`src/rtl/parking_maneuver_sequencer_macros.svh`:
```
// assertion macros for the parking manoeuvre sequencer
`ifndef PARKING_MANEUVER_SEQUENCER_MACROS_SVH
`define PARKING_MANEUVER_SEQUENCER_MACROS_SVH

// condition must never hold outside reset
`define PMS_ASSERT_NEVER(lbl, clk, rst_n, cond, msg) \
	lbl: assert property (@(posedge clk) disable iff (!(rst_n)) !(cond)) else $error(msg);

// consequent must hold in the same cycle as the antecedent
`define PMS_ASSERT_IMPLIES(lbl, clk, rst_n, ante, cons, msg) \
	lbl: assert property (@(posedge clk) disable iff (!(rst_n)) (ante) |-> (cons)) else $error(msg);

// consequent must hold in the cycle after the antecedent
`define PMS_ASSERT_NEXT(lbl, clk, rst_n, ante, cons, msg) \
	lbl: assert property (@(posedge clk) disable iff (!(rst_n)) (ante) |=> (cons)) else $error(msg);

`endif

```
`src/rtl/pms_pkg.sv`:
```
// shared types, codes and constants of the parking manoeuvre sequencer
package pms_pkg;

	// action codes
	typedef enum logic [2:0] {
		ACT_STOP    = 3'd0,
		ACT_FORWARD = 3'd1,
		ACT_REVERSE = 3'd2,
		ACT_LEFT    = 3'd3,
		ACT_RIGHT   = 3'd4
	} action_t;

	// drive modes
	typedef enum logic [1:0] {
		MODE_NORMAL  = 2'd0,
		MODE_TO_PARK = 2'd1,
		MODE_PARK    = 2'd2
	} mode_t;

	// configuration register indexes
	typedef enum logic [2:0] {
		REG_ROTATION    = 3'd0,
		REG_FIRST_SPOT  = 3'd1,
		REG_SECOND_SPOT = 3'd2,
		REG_CHECK       = 3'd3,
		REG_ENTER       = 3'd4,
		REG_WAIT        = 3'd5,
		REG_EXIT        = 3'd6
	} reg_index_t;

	localparam int REG_W   = 7;
	localparam int IDX_W   = 3;
	localparam int S_DATA_W = 40;
	localparam int M_DATA_W = 32;

	// register reset values
	localparam logic [REG_W-1:0] RST_ROTATION    = 7'd74;
	localparam logic [REG_W-1:0] RST_FIRST_SPOT  = 7'd8;
	localparam logic [REG_W-1:0] RST_SECOND_SPOT = 7'd11;
	localparam logic [REG_W-1:0] RST_CHECK       = 7'd11;
	localparam logic [REG_W-1:0] RST_ENTER       = 7'd5;
	localparam logic [REG_W-1:0] RST_WAIT        = 7'd15;
	localparam logic [REG_W-1:0] RST_EXIT        = 7'd11;

	// frame classification constants
	localparam logic [7:0] DASH_SPOT_A = 8'd7;
	localparam logic [7:0] DASH_SPOT_B = 8'd8;
	localparam logic [7:0] DASH_HOLD   = 8'd6;
	localparam logic [7:0] LARGE_SPOT  = 8'd0;
	localparam logic [7:0] LARGE_HOLD  = 8'd1;
	localparam logic [7:0] STOP_ONE    = 8'd1;
	localparam logic [9:0] ROW_LO      = 10'd180;
	localparam logic [9:0] ROW_HI      = 10'd250;

	// speeds in thousandths
	localparam logic signed [6:0] FWD_SPEED  = 7'sd60;
	localparam logic signed [8:0] TURN_SPEED = 9'sd200;

	// configuration register file
	typedef struct packed {
		logic [REG_W-1:0] rotation;
		logic [REG_W-1:0] first_spot;
		logic [REG_W-1:0] second_spot;
		logic [REG_W-1:0] check;
		logic [REG_W-1:0] enter;
		logic [REG_W-1:0] wait_n;
		logic [REG_W-1:0] exit_n;
	} cfg_regs_t;

	// per-frame classification flags
	typedef struct packed {
		logic dash_up;
		logic dash_hold;
		logic large_up;
		logic large_hold;
		logic stop_any;
		logic exit_ok;
	} cls_t;

	// queue write side
	typedef struct packed {
		logic push;
		cls_t cls;
	} q_wr_t;

	// queue read side
	typedef struct packed {
		logic valid;
		cls_t cls;
	} q_rd_t;

	// manoeuvre phases, one-hot
	typedef enum logic [10:0] {
		PH_FIRST_SPOT  = 11'b000_0000_0001,
		PH_TURN_IN     = 11'b000_0000_0010,
		PH_CHECK       = 11'b000_0000_0100,
		PH_ENTER       = 11'b000_0000_1000,
		PH_WAIT        = 11'b000_0001_0000,
		PH_EXIT        = 11'b000_0010_0000,
		PH_TURN_BACK   = 11'b000_0100_0000,
		PH_DONE        = 11'b000_1000_0000,
		PH_TURN_AWAY   = 11'b001_0000_0000,
		PH_SECOND_SPOT = 11'b010_0000_0000,
		PH_TURN_SECOND = 11'b100_0000_0000
	} phase_t;

	// phase number reported in the result
	function automatic logic [3:0] phase_num(input phase_t ph);
		logic [3:0] n;
		case (ph)
			PH_FIRST_SPOT:  n = 4'd0;
			PH_TURN_IN:     n = 4'd1;
			PH_CHECK:       n = 4'd2;
			PH_ENTER:       n = 4'd3;
			PH_WAIT:        n = 4'd4;
			PH_EXIT:        n = 4'd5;
			PH_TURN_BACK:   n = 4'd6;
			PH_DONE:        n = 4'd7;
			PH_TURN_AWAY:   n = 4'd8;
			PH_SECOND_SPOT: n = 4'd9;
			PH_TURN_SECOND: n = 4'd10;
			default:        n = 4'd0;
		endcase
		return n;
	endfunction

endpackage

```
`src/rtl/parking_maneuver_sequencer.sv`:
```
// top level of the parking manoeuvre sequencer
// path: input transaction to the front stage register, then the queue, then the result register (m_tvalid)
// throughput: one frame per cycle while results are taken (m_tready high), set by the phase and counter update
// in the back end; the front stage and the queue add latency, not stalls
// reset: arst_n clears phase, counter, queue and result valid at once and loads the
// register defaults; no clearing pass, input is accepted as soon as reset is released
`include "parking_maneuver_sequencer_macros.svh"

module parking_maneuver_sequencer
	import pms_pkg::*;
#(
	parameter int COUNT_BITS  = 8,
	parameter int QUEUE_DEPTH = 4
) (
	input  logic                clk,
	input  logic                arst_n,
	input  logic                s_tvalid,
	output logic                s_tready,
	// dash_count, large_dash_count, stop_line_count, stop_line_row, zero fill
	input  logic [S_DATA_W-1:0] s_tdata,
	output logic                m_tvalid,
	input  logic                m_tready,
	// action_code, drive_mode, sequence_state, forward_speed, turn_speed,
	// drive_valid, zero fill
	output logic [M_DATA_W-1:0] m_tdata,
	input  logic                cfg_valid,
	output logic                cfg_ready,
	input  logic [IDX_W-1:0]    cfg_index,
	input  logic [REG_W-1:0]    cfg_data
);

	cfg_regs_t cfg_q;
	q_wr_t     q_wr;
	q_rd_t     q_rd;
	logic      q_wr_ready;
	logic      pop;

	// configuration writes
	assign cfg_ready = 1'b1;

	always_ff @(posedge clk or negedge arst_n) begin
		if (!arst_n) begin
			cfg_q.rotation    <= RST_ROTATION;
			cfg_q.first_spot  <= RST_FIRST_SPOT;
			cfg_q.second_spot <= RST_SECOND_SPOT;
			cfg_q.check       <= RST_CHECK;
			cfg_q.enter       <= RST_ENTER;
			cfg_q.wait_n      <= RST_WAIT;
			cfg_q.exit_n      <= RST_EXIT;
		end else if (cfg_valid && cfg_ready) begin
			case (reg_index_t'(cfg_index))
				REG_ROTATION:    cfg_q.rotation    <= cfg_data;
				REG_FIRST_SPOT:  cfg_q.first_spot  <= cfg_data;
				REG_SECOND_SPOT: cfg_q.second_spot <= cfg_data;
				REG_CHECK:       cfg_q.check       <= cfg_data;
				REG_ENTER:       cfg_q.enter       <= cfg_data;
				REG_WAIT:        cfg_q.wait_n      <= cfg_data;
				REG_EXIT:        cfg_q.exit_n      <= cfg_data;
				default: begin
				end
			endcase
		end
	end

	// front end
	pms_front u_front (
		.clk      (clk),
		.arst_n   (arst_n),
		.s_tvalid (s_tvalid),
		.s_tready (s_tready),
		.s_tdata  (s_tdata),
		.wr       (q_wr),
		.wr_ready (q_wr_ready)
	);

	// queue between the two sides
	pms_queue #(
		.DEPTH (QUEUE_DEPTH)
	) u_queue (
		.clk      (clk),
		.arst_n   (arst_n),
		.wr       (q_wr),
		.wr_ready (q_wr_ready),
		.rd       (q_rd),
		.pop      (pop)
	);

	// back end
	pms_back #(
		.COUNT_BITS (COUNT_BITS)
	) u_back (
		.clk      (clk),
		.arst_n   (arst_n),
		.cfg      (cfg_q),
		.rd       (q_rd),
		.pop      (pop),
		.m_tvalid (m_tvalid),
		.m_tready (m_tready),
		.m_tdata  (m_tdata)
	);

	// checks
	`PMS_ASSERT_NEVER(a_no_push_full, clk, arst_n, q_wr.push && !q_wr_ready, "push into full queue")
	`PMS_ASSERT_IMPLIES(a_stall_cause, clk, arst_n, !s_tready, !q_wr_ready, "input stalled with queue room")
	`PMS_ASSERT_IMPLIES(a_drive_valid, clk, arst_n, m_tvalid, m_tdata[25] == (m_tdata[4:3] == MODE_PARK), "drive_valid disagrees with mode")
	`PMS_ASSERT_NEXT(a_pop_result, clk, arst_n, pop, m_tvalid, "popped frame gave no result")

endmodule

```
`src/rtl/pms_front.sv`:
```
// front end: accepts frame summaries and classifies them into flags
module pms_front
	import pms_pkg::*;
(
	input  logic                clk,
	input  logic                arst_n,
	input  logic                s_tvalid,
	output logic                s_tready,
	// dash_count, large_dash_count, stop_line_count, stop_line_row, zero fill
	input  logic [S_DATA_W-1:0] s_tdata,
	output q_wr_t               wr,
	input  logic                wr_ready
);

	logic       valid_s1;
	cls_t       cls_s1;
	logic [7:0] dash;
	logic [7:0] large_cnt;
	logic [7:0] stops;
	logic [9:0] row;
	cls_t       cls_c;

	assign dash      = s_tdata[7:0];
	assign large_cnt = s_tdata[15:8];
	assign stops     = s_tdata[23:16];
	assign row       = s_tdata[33:24];

	// classify the frame
	always_comb begin
		cls_c.dash_up    = (dash == DASH_SPOT_A) || (dash == DASH_SPOT_B);
		cls_c.dash_hold  = (dash == DASH_HOLD);
		cls_c.large_up   = (large_cnt == LARGE_SPOT);
		cls_c.large_hold = (large_cnt == LARGE_HOLD);
		cls_c.stop_any   = (stops != 8'd0);
		cls_c.exit_ok    = (stops == STOP_ONE) && (row > ROW_LO) && (row < ROW_HI);
	end

	// stage register drains into the queue
	assign s_tready = !valid_s1 || wr_ready;
	assign wr.push  = valid_s1 && wr_ready;
	assign wr.cls   = cls_s1;

	always_ff @(posedge clk or negedge arst_n) begin
		if (!arst_n) begin
			valid_s1 <= 1'b0;
		end else if (s_tready) begin
			valid_s1 <= s_tvalid;
		end
	end

	always_ff @(posedge clk) begin
		if (s_tready && s_tvalid) begin
			cls_s1 <= cls_c;
		end
	end

endmodule

```
`src/rtl/pms_queue.sv`:
```
// short queue of classified frames between front and back end
module pms_queue
	import pms_pkg::*;
#(
	parameter int DEPTH = 4
) (
	input  logic  clk,
	input  logic  arst_n,
	input  q_wr_t wr,
	output logic  wr_ready,
	output q_rd_t rd,
	input  logic  pop
);

	localparam int PTR_W = $clog2(DEPTH);
	localparam int CNT_W = $clog2(DEPTH + 1);

	cls_t             mem [DEPTH];
	logic [PTR_W-1:0] wr_ptr_q;
	logic [PTR_W-1:0] rd_ptr_q;
	logic [CNT_W-1:0] count_q;
	logic             do_wr;
	logic             do_rd;

	assign wr_ready = (count_q != CNT_W'(DEPTH));
	assign rd.valid = (count_q != '0);
	assign rd.cls   = mem[rd_ptr_q];
	assign do_wr    = wr.push && wr_ready;
	assign do_rd    = pop && rd.valid;

	// storage
	always_ff @(posedge clk) begin
		if (do_wr) begin
			mem[wr_ptr_q] <= wr.cls;
		end
	end

	// pointers and fill count
	always_ff @(posedge clk or negedge arst_n) begin
		if (!arst_n) begin
			wr_ptr_q <= '0;
			rd_ptr_q <= '0;
			count_q  <= '0;
		end else begin
			if (do_wr) begin
				wr_ptr_q <= (wr_ptr_q == PTR_W'(DEPTH - 1)) ? '0 : wr_ptr_q + PTR_W'(1);
			end
			if (do_rd) begin
				rd_ptr_q <= (rd_ptr_q == PTR_W'(DEPTH - 1)) ? '0 : rd_ptr_q + PTR_W'(1);
			end
			case ({do_wr, do_rd})
				2'b10:   count_q <= count_q + CNT_W'(1);
				2'b01:   count_q <= count_q - CNT_W'(1);
				default: count_q <= count_q;
			endcase
		end
	end

endmodule

```
`src/rtl/pms_back.sv`:
```
// back end: manoeuvre sequencer with debounce counter and result register
module pms_back
	import pms_pkg::*;
#(
	parameter int COUNT_BITS = 8
) (
	input  logic                clk,
	input  logic                arst_n,
	input  cfg_regs_t           cfg,
	input  q_rd_t               rd,
	output logic                pop,
	output logic                m_tvalid,
	input  logic                m_tready,
	// action_code, drive_mode, sequence_state, forward_speed, turn_speed,
	// drive_valid, zero fill
	output logic [M_DATA_W-1:0] m_tdata
);

	localparam int CW   = COUNT_BITS + 1;
	localparam int CMPW = (CW > REG_W + 1) ? CW : REG_W + 1;
	localparam logic signed [CW-1:0] CNT_MAX = {1'b0, {COUNT_BITS{1'b1}}};
	localparam logic signed [CW-1:0] CNT_MIN = {1'b1, {COUNT_BITS{1'b0}}};
	localparam logic signed [CW-1:0] CNT_ONE = CW'(1);

	phase_t                 phase_q;
	phase_t                 phase_n;
	logic signed [CW-1:0]   cnt_q;
	logic signed [CW-1:0]   cnt_n;
	action_t                act;
	mode_t                  mode;
	logic signed [6:0]      fwd;
	logic signed [8:0]      trn;
	logic                   out_valid_q;
	logic [M_DATA_W-1:0]    out_data_q;

	// saturating counter steps
	function automatic logic signed [CW-1:0] cnt_up(input logic signed [CW-1:0] c);
		return (c == CNT_MAX) ? c : c + CNT_ONE;
	endfunction

	function automatic logic signed [CW-1:0] cnt_down(input logic signed [CW-1:0] c);
		return (c == CNT_MIN) ? c : c - CNT_ONE;
	endfunction

	// threshold compares in a common signed width
	function automatic logic cnt_ge(input logic signed [CW-1:0] c, input logic [REG_W-1:0] r);
		logic signed [CMPW-1:0] cx;
		logic signed [CMPW-1:0] rx;
		cx = CMPW'(c);
		rx = signed'(CMPW'(r));
		return cx >= rx;
	endfunction

	function automatic logic cnt_gt(input logic signed [CW-1:0] c, input logic [REG_W-1:0] r);
		logic signed [CMPW-1:0] cx;
		logic signed [CMPW-1:0] rx;
		cx = CMPW'(c);
		rx = signed'(CMPW'(r));
		return cx > rx;
	endfunction

	function automatic logic cnt_le_neg(input logic signed [CW-1:0] c,
			input logic [REG_W-1:0] r);
		logic signed [CMPW-1:0] cx;
		logic signed [CMPW-1:0] rx;
		cx = CMPW'(c);
		rx = -signed'(CMPW'(r));
		return cx <= rx;
	endfunction

	// output register frees as soon as the current result is taken
	assign pop      = rd.valid && (!out_valid_q || m_tready);
	assign m_tvalid = out_valid_q;
	assign m_tdata  = out_data_q;

	// phase and counter update for one frame
	always_comb begin
		cnt_n   = cnt_q;
		phase_n = phase_q;
		act     = ACT_STOP;
		mode    = MODE_PARK;
		case (phase_q)
			PH_FIRST_SPOT: begin
				act  = ACT_FORWARD;
				mode = MODE_TO_PARK;
				if (rd.cls.dash_up) begin
					cnt_n = cnt_up(cnt_q);
				end else if (!rd.cls.dash_hold) begin
					cnt_n = '0;
				end
				if (cnt_ge(cnt_n, cfg.first_spot)) begin
					cnt_n   = '0;
					phase_n = PH_TURN_IN;
				end
			end
			PH_TURN_IN: begin
				act   = ACT_RIGHT;
				cnt_n = cnt_up(cnt_q);
				if (cnt_gt(cnt_n, cfg.rotation)) begin
					cnt_n   = '0;
					phase_n = PH_CHECK;
				end
			end
			PH_CHECK: begin
				act   = ACT_STOP;
				cnt_n = rd.cls.stop_any ? cnt_up(cnt_q) : cnt_down(cnt_q);
				if (cnt_ge(cnt_n, cfg.check)) begin
					cnt_n   = '0;
					phase_n = PH_ENTER;
				end else if (cnt_le_neg(cnt_n, cfg.check)) begin
					cnt_n   = '0;
					phase_n = PH_TURN_AWAY;
				end
			end
			PH_ENTER: begin
				act   = ACT_FORWARD;
				cnt_n = rd.cls.stop_any ? '0 : cnt_up(cnt_q);
				if (cnt_ge(cnt_n, cfg.enter)) begin
					cnt_n   = '0;
					phase_n = PH_WAIT;
				end
			end
			PH_WAIT: begin
				act   = ACT_STOP;
				cnt_n = cnt_up(cnt_q);
				if (cnt_ge(cnt_n, cfg.wait_n)) begin
					cnt_n   = '0;
					phase_n = PH_EXIT;
				end
			end
			PH_EXIT: begin
				act   = ACT_REVERSE;
				cnt_n = rd.cls.exit_ok ? cnt_up(cnt_q) : '0;
				if (cnt_ge(cnt_n, cfg.exit_n)) begin
					cnt_n   = '0;
					phase_n = PH_TURN_BACK;
				end
			end
			PH_TURN_BACK: begin
				act   = ACT_LEFT;
				cnt_n = cnt_up(cnt_q);
				if (cnt_gt(cnt_n, cfg.rotation)) begin
					cnt_n   = '0;
					phase_n = PH_DONE;
				end
			end
			PH_DONE: begin
				act  = ACT_FORWARD;
				mode = MODE_NORMAL;
			end
			PH_TURN_AWAY: begin
				act   = ACT_LEFT;
				cnt_n = cnt_up(cnt_q);
				if (cnt_gt(cnt_n, cfg.rotation)) begin
					cnt_n   = '0;
					phase_n = PH_SECOND_SPOT;
				end
			end
			PH_SECOND_SPOT: begin
				act  = ACT_FORWARD;
				mode = MODE_TO_PARK;
				if (rd.cls.large_up) begin
					cnt_n = cnt_up(cnt_q);
				end else if (!rd.cls.large_hold) begin
					cnt_n = '0;
				end
				if (cnt_ge(cnt_n, cfg.second_spot)) begin
					cnt_n   = '0;
					phase_n = PH_TURN_SECOND;
				end
			end
			PH_TURN_SECOND: begin
				act   = ACT_RIGHT;
				cnt_n = cnt_up(cnt_q);
				if (cnt_gt(cnt_n, cfg.rotation)) begin
					cnt_n   = '0;
					phase_n = PH_ENTER;
				end
			end
			default: begin
				act  = ACT_STOP;
				mode = MODE_PARK;
			end
		endcase
	end

	// speeds that belong to the action
	always_comb begin
		fwd = '0;
		trn = '0;
		case (act)
			ACT_FORWARD: fwd = FWD_SPEED;
			ACT_REVERSE: fwd = -FWD_SPEED;
			ACT_LEFT:    trn = TURN_SPEED;
			ACT_RIGHT:   trn = -TURN_SPEED;
			default: begin
				fwd = '0;
				trn = '0;
			end
		endcase
	end

	// sequencer state
	always_ff @(posedge clk or negedge arst_n) begin
		if (!arst_n) begin
			phase_q       <= PH_FIRST_SPOT;
			cnt_q         <= '0;
			out_valid_q   <= 1'b0;
		end else begin
			if (pop) begin
				phase_q       <= phase_n;
				cnt_q         <= cnt_n;
				out_valid_q   <= 1'b1;
			end else if (m_tready) begin
				out_valid_q   <= 1'b0;
			end
		end
	end

	// result payload
	always_ff @(posedge clk) begin
		if (pop) begin
			out_data_q <= {6'd0, (mode == MODE_PARK), trn, fwd, phase_num(phase_n),
				mode, act};
		end
	end

endmodule
```
`config.mk`:
```
export PLATFORM = sky130hd
export DESIGN_NAME = parking_maneuver_sequencer
export DESIGN_NICKNAME = d
export VERILOG_FILES = /design/src/rtl/pms_pkg.sv /design/src/rtl/parking_maneuver_sequencer.sv /design/src/rtl/pms_front.sv /design/src/rtl/pms_queue.sv /design/src/rtl/pms_back.sv
export VERILOG_INCLUDE_DIRS = /design/src /design/src/rtl
export SDC_FILE = /design/constraint.sdc
export NUM_CORES = 1
export LEC_CHECK = 0
export BUFFER_PORTS_ARGS = -buffer_cell sky130_fd_sc_hd__buf_2
export CAP_MARGIN = 20
export CORE_MARGIN = 1.5
export CORE_UTILIZATION = 50
export DETAILED_ROUTE_END_ITERATION = 8
export GPL_TIMING_DRIVEN = 1
export PLACE_DENSITY = 0.8
export RECOVER_POWER = 100
export SKIP_CTS_REPAIR_TIMING = 1
export SYNTH_ARGS = -nofsm -noshare
export SYNTH_HDL_FRONTEND = slang
export SYNTH_SLANG_ARGS = --single-unit
```
`constraint.sdc`:
```
create_clock -name clk -period 5.6 [get_ports clk]
set_input_delay 0.56 -clock clk [delete_from_list [all_inputs] [get_ports clk]]
set_output_delay 0.56 -clock clk [all_outputs]
set_load 0.01 [all_outputs]
```
==> flow_summary.ini, run 1 <==
[finish]
fin_nets = 1090
antenna_cells = 0
stdcell_area_sq_um = 9570
layout_common_cells = 88 x nand2_1, 78 x inv_1, 67 x ha_1
final_common_cell = nand2_1
area_growth_pct = 12.6
drive_above_1_share_pct = 16.3

[run]
maxCapViolations = 1

[yosys]
synth-xor-area-share_pct = 2.16
synth_top_family_by_area = simple AND/OR/NAND/NOR gates
syn_area_per_cell_sq_um = 9.48
yosys.area_share.adder_pct = 10.1
synth_edf_count = 45
ys_types = 85
ys_top_cells_by_area = dfrtp_1 17%, edfxtp_1 16%, ha_1 9.9%, dfstp_2 6.2%, nand2_1 3.9%
synth_compound_area_share_pct = 17.1
synth-simple-area-share_pct = 18.5
synth_ff_type = dfrtp_1
synthArstFlopShare_pct = 63.4
ys_warn_count = 0
ys_seq_area_share_pct = 39.1
ys_ff_latch = 123
syn_inst = 897
synth_top_area_cell = dfrtp_1
yosys.area.top_type_share_pct = 17.1
synth.mux.area_fraction_pct = 5.75
synthesis.area_sq_um = 8500

[grt]
grt_pass1_wl_mm = 35.2
use_met1_pct = 32.4
first_global_vias = 6919
busiest_layer = met2
met3_usage_pct = 5.56
grt_usage_pct = 25.1
gr-usage-met2_pct = 40.6
overflow = 0
antenna_found_initial = 0
grt_max_degree = 79

[critical_path]
cp_max_fo = 9
cp-end-kind = flop
r2r-end = u_back.m_tdata[7]
critPathKind = flop to flop
crit_cells = 17
reg2reg_setup_slack_ns = 0.32
crit_family = compound AO/OA/AOI/OAI gates
endpoint = u_back.m_tdata[7]
crit_buf_inv = 2
reg2reg_depth = 17
r2r-start = u_back.cnt_q[0]
worst_path_largest_cell_delay_ns = 0.50
crit_path_cell_trace = ha_1, and3_1, buf_4, and3_1, xnor2_1, inv_1, ha_1, nand2b_1, nand3_1, a21o_1, a41oi_1, o22ai_1, a211o_1, o41ai_2, o2111ai_1, or3b_1, o41ai_2
cp-startpoint = u_back.cnt_q[0]
start_kind = flop
worstPathRequired_ns = 5.85
cpMaxStageDelayCell = dfrtp_1
arrival_ns = 5.53

[clock_tree]
cts.path.max_buffers = 2
cts_tree = done
cts-root-buf = clkbuf_16
cts.sinks = 123
cts_buffers = 17
h-tree-depth = 4
clk_pin_slew_ns = 0.06
clock_latency_ns = 0.44

[sta]
grt_setup_unrepaired = false
min_period_ns = 5.28
setup_violations = 0
max-slew-margin-rel_pct = -123
finalClockSkew_ns = 0.00747
worst_slew_pin_slew_ns = 3.34
fin_worst_hold_slack_ns = 0.299
report.final.slew_viol_count = 59
hold_viol = 0
post-route-period-util_pct = 94.2
fmax_mhz = 189
totalNegativeSetupSlack_ns = 0

[floorplanning]
ios = 90
core.rowCount = 47
start_util_pct = 51.3
die_h_um = 133
die_x_um = 133
core_area_sq_um = 16600
dieArea_sq_um = 17800

[place]
postPlaceCellArea_sq_um = 9030
hpwl_mm = 15.5
io_buffers = 71
place.gp.congestion = 0.966

[pwr]
p_leak_nw = 4.27
p_per_area_nw_per_um2 = 528
ir_drop_mv = 0.274

[routing]
wl_mm = 21.6
vias = 7242
dr.pass1.iters = 6
viasPerCell = 6.04
ant_nets = 0
drc = 0
drtIter0Drc = 647
avgRoutedWirePerCell_um = 18.0

[hold_path]
hold_class = primary input to asynchronous set/reset pin

[status]
violations = capacitance limit, slew limit
status = complete, but fails checks
## cells in the mapped netlist, types with 15 or more instances
master / n
nand2_1: 88
inv_1: 78
ha_1: 67
o21ai_0: 61
dfrtp_1: 58
nor2_1: 52
edfxtp_1: 45
a21oi_1: 34
mux2_2: 29
clkbuf_1: 26
buf_4: 22
nor3_1: 21
dfstp_2: 20
nand3_1: 18
nand4_1: 16
a22o_1: 15
xnor2_1: 15
## stage by stage
step / worst slack, ns / utilization, % / std cells / total power (W)
after detailed placement: 0.479 / 54.5 / 1165 / 0.00390
after floorplan: 1.04 / - / 907 / 0.00323
after CTS: 0.468 / 58.1 / 1197 / 0.00506
after global routing: 0.00115 / 57.7 / 1200 / 0.00540
after global placement: 0.551 / 54.5 / 1165 / 0.00382
final: 0.323 / 57.7 / 1200 / 0.00505
## worst min path at each step
stage	startpoint	end	slack, ns	cells after the start
floorplan	arst_n	cfg_q[11]	0.26	0
global placement	u_back.m_tvalid	u_back.m_tvalid	0.47	2
detailed placement	u_back.m_tvalid	u_back.m_tvalid	0.48	2
CTS	s_tvalid	u_front.valid_s1	0.33	2
global route	s_tvalid	u_front.valid_s1	0.34	2
finish	arst_n	cfg_q[34]	0.30	1
## cell families (layout without fill, tap and decap cells)
group           count (synthesis)  count (layout)
other cells                     2              12
mux                            39              39
xor+xnor                       21              21
fa+ha+maj                      68              68
buf+inv                       135             208
flops                         123             123
compound gates                210             210
simple gates                  299             299
## report_power, final
group	internal [W]	leakage, nW	switching [W]	total [W]
Combinational	0.000973	2.63	0.00153	0.00250
Clock	0.000697	0.283	0.000432	0.00113
Sequential	0.00123	1.36	0.000185	0.00142
## layout make-up
cell class                      count  area [sq um]
Clock buffer                       17           425
Clock inverter                     15           174
Fill cell                        1447          7010
Inverter                           78           293
Multi-Input combinational cell    649          4580
Sequential cell                   123          3330
Tap cell                          220           275
Timing Repair Buffer               98           489
## worst reg2reg max path, stage by stage (launching register included)
cell	delay, ns
dfrtp_1	0.50
ha_1	0.33
and3_1	0.22
buf_4	0.16
and3_1	0.25
xnor2_1	0.48
inv_1	0.14
ha_1	0.30
nand2b_1	0.09
nand3_1	0.08
a21o_1	0.16
a41oi_1	0.48
o22ai_1	0.27
a211o_1	0.37
o41ai_2	0.28
o2111ai_1	0.22
or3b_1	0.43
o41ai_2	0.34
## per-layer routing
metal | up-vias | routed length, um
met2 | 322 | 10100
met4 | 0 | 816
li1 | 3376 | -
met5 | - | 0
met3 | 67 | 1560
met1 | 3477 | 9140
## registers in the layout, summed over array words and instances (netlist names)
register,cells
u_back.cnt_q,9
u_back.m_tvalid,1
u_front.valid_s1,1
cfg_q,49
u_queue.mem,24
u_back.m_tdata,15
u_queue.rd_ptr_q,2
u_back.phase_q,11
u_front.wr,6
u_queue.wr_ptr_q,2
u_queue.count_q,3
No activity file was read; power rests on OpenSTA's default activity.
==> run 2, diff against run 1 <==
Settings changed: CORE_ASPECT_RATIO from default to 0.5, CTS_CLUSTER_DIAMETER from default to 50.
==> flow_summary.ini, run 2 (synthesis results as in run 1) <==
[floorplanning]
start_util_pct = 51.5
ios = 90
die_x_um = 187
dieArea_sq_um = 17800
core.rowCount = 33
die_h_um = 95.2
core_area_sq_um = 16500

[critical_path]
reg2reg_depth = 15
r2r-start = u_back.cnt_q[0]
cp_max_fo = 8
start_kind = flop
r2r-end = u_back.m_tdata[8]
endpoint = u_back.m_tdata[8]
reg2reg_setup_slack_ns = 0.22
arrival_ns = 5.58
cp-end-kind = flop
cp-startpoint = u_back.cnt_q[0]
critPathKind = flop to flop
worstPathRequired_ns = 5.80

[clock_tree]
cts-root-buf = clkbuf_16
clock_latency_ns = 0.42
cts.sinks = 123
clk_pin_slew_ns = 0.06
cts.path.max_buffers = 2
cts_buffers = 17
h-tree-depth = 4
cts_tree = done

[finish]
antenna_cells = 0
multi_input_area_sq_um = 4590
final_common_cell = nand2_1
stdcell_area_sq_um = 9600
final-seq-area_sq_um = 3330
layout_common_cells = 88 x nand2_1, 78 x inv_1, 67 x ha_1
fillers = 1437
fin_nets = 1092
drive_above_1_share_pct = 16.7
area_growth_pct = 13.0
regMostFlops = cfg_q
largest_register_ffs = 49

[routing]
avgRoutedWirePerCell_um = 18.7
ant_nets = 0
wl_mm = 22.7
dr.pass1.iters = 6
drc = 0
drtIter0Drc = 622
viasPerCell = 6.04
vias = 7302

[sta]
setup_violations = 0
post-route-period-util_pct = 96.1
grt_setup_unrepaired = false
report.final.slew_viol_count = 81
totalNegativeSetupSlack_ns = 0
hold_viol = 0
fmax_mhz = 186
finalClockSkew_ns = 0.00936
max-slew-margin-rel_pct = -73.7
min_period_ns = 5.38
worst_slew_pin_slew_ns = 2.61

[place]
postPlaceCellArea_sq_um = 9060
place.gp.congestion = 0.937
hpwl_mm = 16.5
io_buffers = 71

[hold_path]
hold_class = primary input to flop

[grt]
antenna_found_initial = 0
first_global_vias = 7098
grt_max_degree = 79
overflow = 0
grt_usage_pct = 26.1
grt_pass1_wl_mm = 36.3

[pwr]
power_w = 0.00514
p_leak_nw = 4.28
p_per_area_nw_per_um2 = 535
ir_drop_mv = 0.283

[status]
violations = capacitance limit, slew limit
status = complete, but fails checks

[run]
maxCapViolations = 2
==> run 2: worst min path at each step <==
stage | startpoint | to | slack (ns) | cells past startpoint
after detailed placement | u_back.m_tvalid | u_back.m_tvalid | 0.49 | 2
final | s_tvalid | u_front.valid_s1 | 0.34 | 2
after global placement | u_back.m_tvalid | u_back.m_tvalid | 0.47 | 2
after global routing | s_tvalid | u_front.valid_s1 | 0.33 | 2
after floorplan | arst_n | cfg_q[11] | 0.26 | 0
after CTS | s_tvalid | u_front.valid_s1 | 0.33 | 2
==> run 2: where the power goes <==
group          internal, W  total [W]  switching (W)
clock             0.000715    0.00116       0.000445
combinational     0.000981    0.00255        0.00157
sequential         0.00123    0.00142       0.000194
==> run 2: metal layers <==
metal	up-vias	part of all wire [%]	global-route usage, %
li1	3391	-	-
met1	3512	44	33.4
met2	333	45	43.7
met3	66	7.5	4.97
met4	0	3.6	11.5
met5	-	0	0
==> run 2: area by class of cell <==
type                            instances  area share [%]
Sequential cell                       123            34.7
Tap cell                              227            2.96
Timing Repair Buffer                  100            5.16
Clock inverter                         10            1.32
Inverter                               78            3.05
Clock buffer                           22            5.05
Multi-Input combinational cell        649            47.8
==> run 2: critical path, cell delays in order (launching register included) <==
cell and delay (ns):
dfrtp_1 0.39, ha_1 0.24, and3_1 0.29, nand3_1 0.27, nand4_1 0.15, xnor2_1 0.76
ha_1 0.27, nand4_1 0.15, a21o_1 0.19, a41oi_1 0.50, o22ai_1 0.18, a211o_1 0.36
o41ai_2 0.31, o2111ai_1 0.28, or3b_4 0.45, nor4b_1 0.37
==> run 2: through the flow <==
stage                     hold WS, ns  utilization, %  std cells  setup slack [ns]
final                           0.340            58.2       1209             0.216
after global routing            0.333            58.2       1209            0.0351
after CTS                       0.335            58.6       1207             0.348
after detailed placement        0.490            54.9       1175             0.407
after global placement          0.471            54.9       1175             0.472
after floorplan                 0.264               -        907              1.04
==> run 3, diff against run 2 <==
Settings changed: CELL_PAD_IN_SITES_DETAIL_PLACEMENT from default to 1, CELL_PAD_IN_SITES_GLOBAL_PLACEMENT from default to 2, CORE_UTILIZATION 50 to 38, PLACE_DENSITY 0.8 to 0.91.
==> flow_summary.ini, run 3 (synthesis results as in run 1) <==
[routing]
ant_nets = 0
dr.pass1.iters = 5
drc = 0
drtIter0Drc = 383
avgRoutedWirePerCell_um = 20.4
vias = 7296
viasPerCell = 5.67
wl_mm = 26.2

[grt]
busiest_layer = met2
overflow = 0
antenna_found_initial = 0
grt_max_degree = 70
gr-usage-met2_pct = 40.0
met3_usage_pct = 4.94
grt_pass1_wl_mm = 41.5
use_met1_pct = 29.1
first_global_vias = 7645
grt_usage_pct = 23.3

[place]
hpwl_mm = 19.6
place_ws_ns = 0.235
numPlacedInstances = 1253
io_buffers = 71
place.gp.congestion = 0.912

[sta]
max-slew-margin-rel_pct = -27.0
report.final.slew_viol_count = 70
fin_ws_ns = 0.248
worst_slew_pin_slew_ns = 1.91
min_period_ns = 5.35
fmax_mhz = 187
post-route-period-util_pct = 95.6
hold_viol = 0
setup_violations = 0
finalClockSkew_ns = 0.00812
grt_setup_unrepaired = false
totalNegativeSetupSlack_ns = 0

[clock_tree]
cts.sinks = 123
clock_latency_ns = 0.44
h-tree-depth = 4
cts_buffers = 17
cts-root-buf = clkbuf_16
clk_pin_slew_ns = 0.06
cts_tree = done
cts.path.max_buffers = 2

[finish]
largest_register_ffs = 49
antenna_cells = 0
layout_common_cells = 88 x nand2_1, 78 x inv_1, 67 x ha_1
area_growth_pct = 14.2
regMostFlops = cfg_q
drive_above_1_share_pct = 17.0
final_common_cell = nand2_1
fin_nets = 1096
fillers = 2556
layoutNonFillerInstCount = 1286

[floorplanning]
die_h_um = 109
start_util_pct = 39.0
core_area_sq_um = 21800
die_x_um = 215
dieArea_sq_um = 23300
core.rowCount = 38
ios = 90

[critical_path]
crit_path_cell_trace = and4_1, nand3_1, mux2i_1, inv_1, buf_4, ha_1, nand3_1, a21o_1, a41oi_1, o22ai_1, buf_4, a2111oi_0, buf_4, nor2_1, nor2b_1, o21a_1, o41ai_2
cp_max_fo = 12
cpMaxStageDelayCell = a2111oi_0
cp-end-kind = flop
critical_path.most_common_cell = buf_4
arrival_ns = 5.52
critPathKind = flop to flop
worst_path_largest_cell_delay_ns = 0.71
crit_family = compound AO/OA/AOI/OAI gates
crit_buf_inv = 4
start_kind = flop
worstPathRequired_ns = 5.77

[pwr]
ir_drop_mv = 0.226
p_leak_nw = 4.31
p_per_area_nw_per_um2 = 536

[status]
violations = capacitance limit, slew limit
status = complete, but fails checks

[run]
maxCapViolations = 1

[hold_path]
hold_class = primary input to flop
## run 3: cell types whose count changed in the layout (fill, tap and decap cells not counted), moves of 2 or more
| cell | change |
|---|---|
| buf_4 | +5 |
| clkinv_4 | +4 |
| clkbuf_1 | -3 |
| clkbuf_8 | -2 |
## run 3: path summary, 6_finish.rpt
path / from / endpoint / slack, ns / cells past startpoint
worst min register to register: u_front.wr[4] / u_queue.mem[3][4] / 0.50 / 0
worst max-delay path: u_back.cnt_q[5] / u_back.m_tdata[7] / 0.25 / 17
min in group asynchronous: arst_n / u_queue.wr_ptr_q[0] / 0.63 / 2
max in group asynchronous: arst_n / cfg_q[15] / 2.70 / 3
worst min-delay path: s_tvalid / u_front.valid_s1 / 0.32 / 2
worst max register to register: u_back.cnt_q[5] / u_back.m_tdata[7] / 0.25 / 17
## run 3: layout make-up
class                   count  area, sq um  area share, %
repair buffers            104          536           5.51
multi-input cells         649         4590           47.3
inverters                  78          293           3.02
flip-flops and latches    123         3330           34.3
clock inverters            14          160           1.65
well taps                 300          375           3.87
clock buffers              18          429           4.42
## run 3: report_power, final
group / total (W) / internal [W] / switching (W) / leakage [nW]
combinational: 0.00268 / 0.00100 / 0.00168 / 2.67
clock: 0.00112 / 0.000663 / 0.000461 / 0.286
sequential: 0.00141 / 0.00123 / 0.000178 / 1.36
total: 0.00521 / 0.00289 / 0.00231 / 4.31
## run 3: layer usage
layer / wire length (um) / up-vias
met2: 12500 / 198
li1: - / 3387
met1: 11700 / 3655
met5: 0 / -
met4: 697 / 0
met3: 1320 / 56
## run 3: per-stage QoR
stage | power (W) | utilization [%] | cell area (sq um) | hold WS (ns)
final | 0.00521 | 44.5 | 9710 | 0.321
after global placement | 0.00392 | 42.1 | 9190 | 0.399
after detailed placement | 0.00407 | 42.1 | 9190 | 0.402
after floorplan | 0.00323 | - | 8540 | 0.264
after CTS | 0.00524 | 44.8 | 9780 | -0.0730
after global routing | 0.00557 | 44.5 | 9710 | 0.317
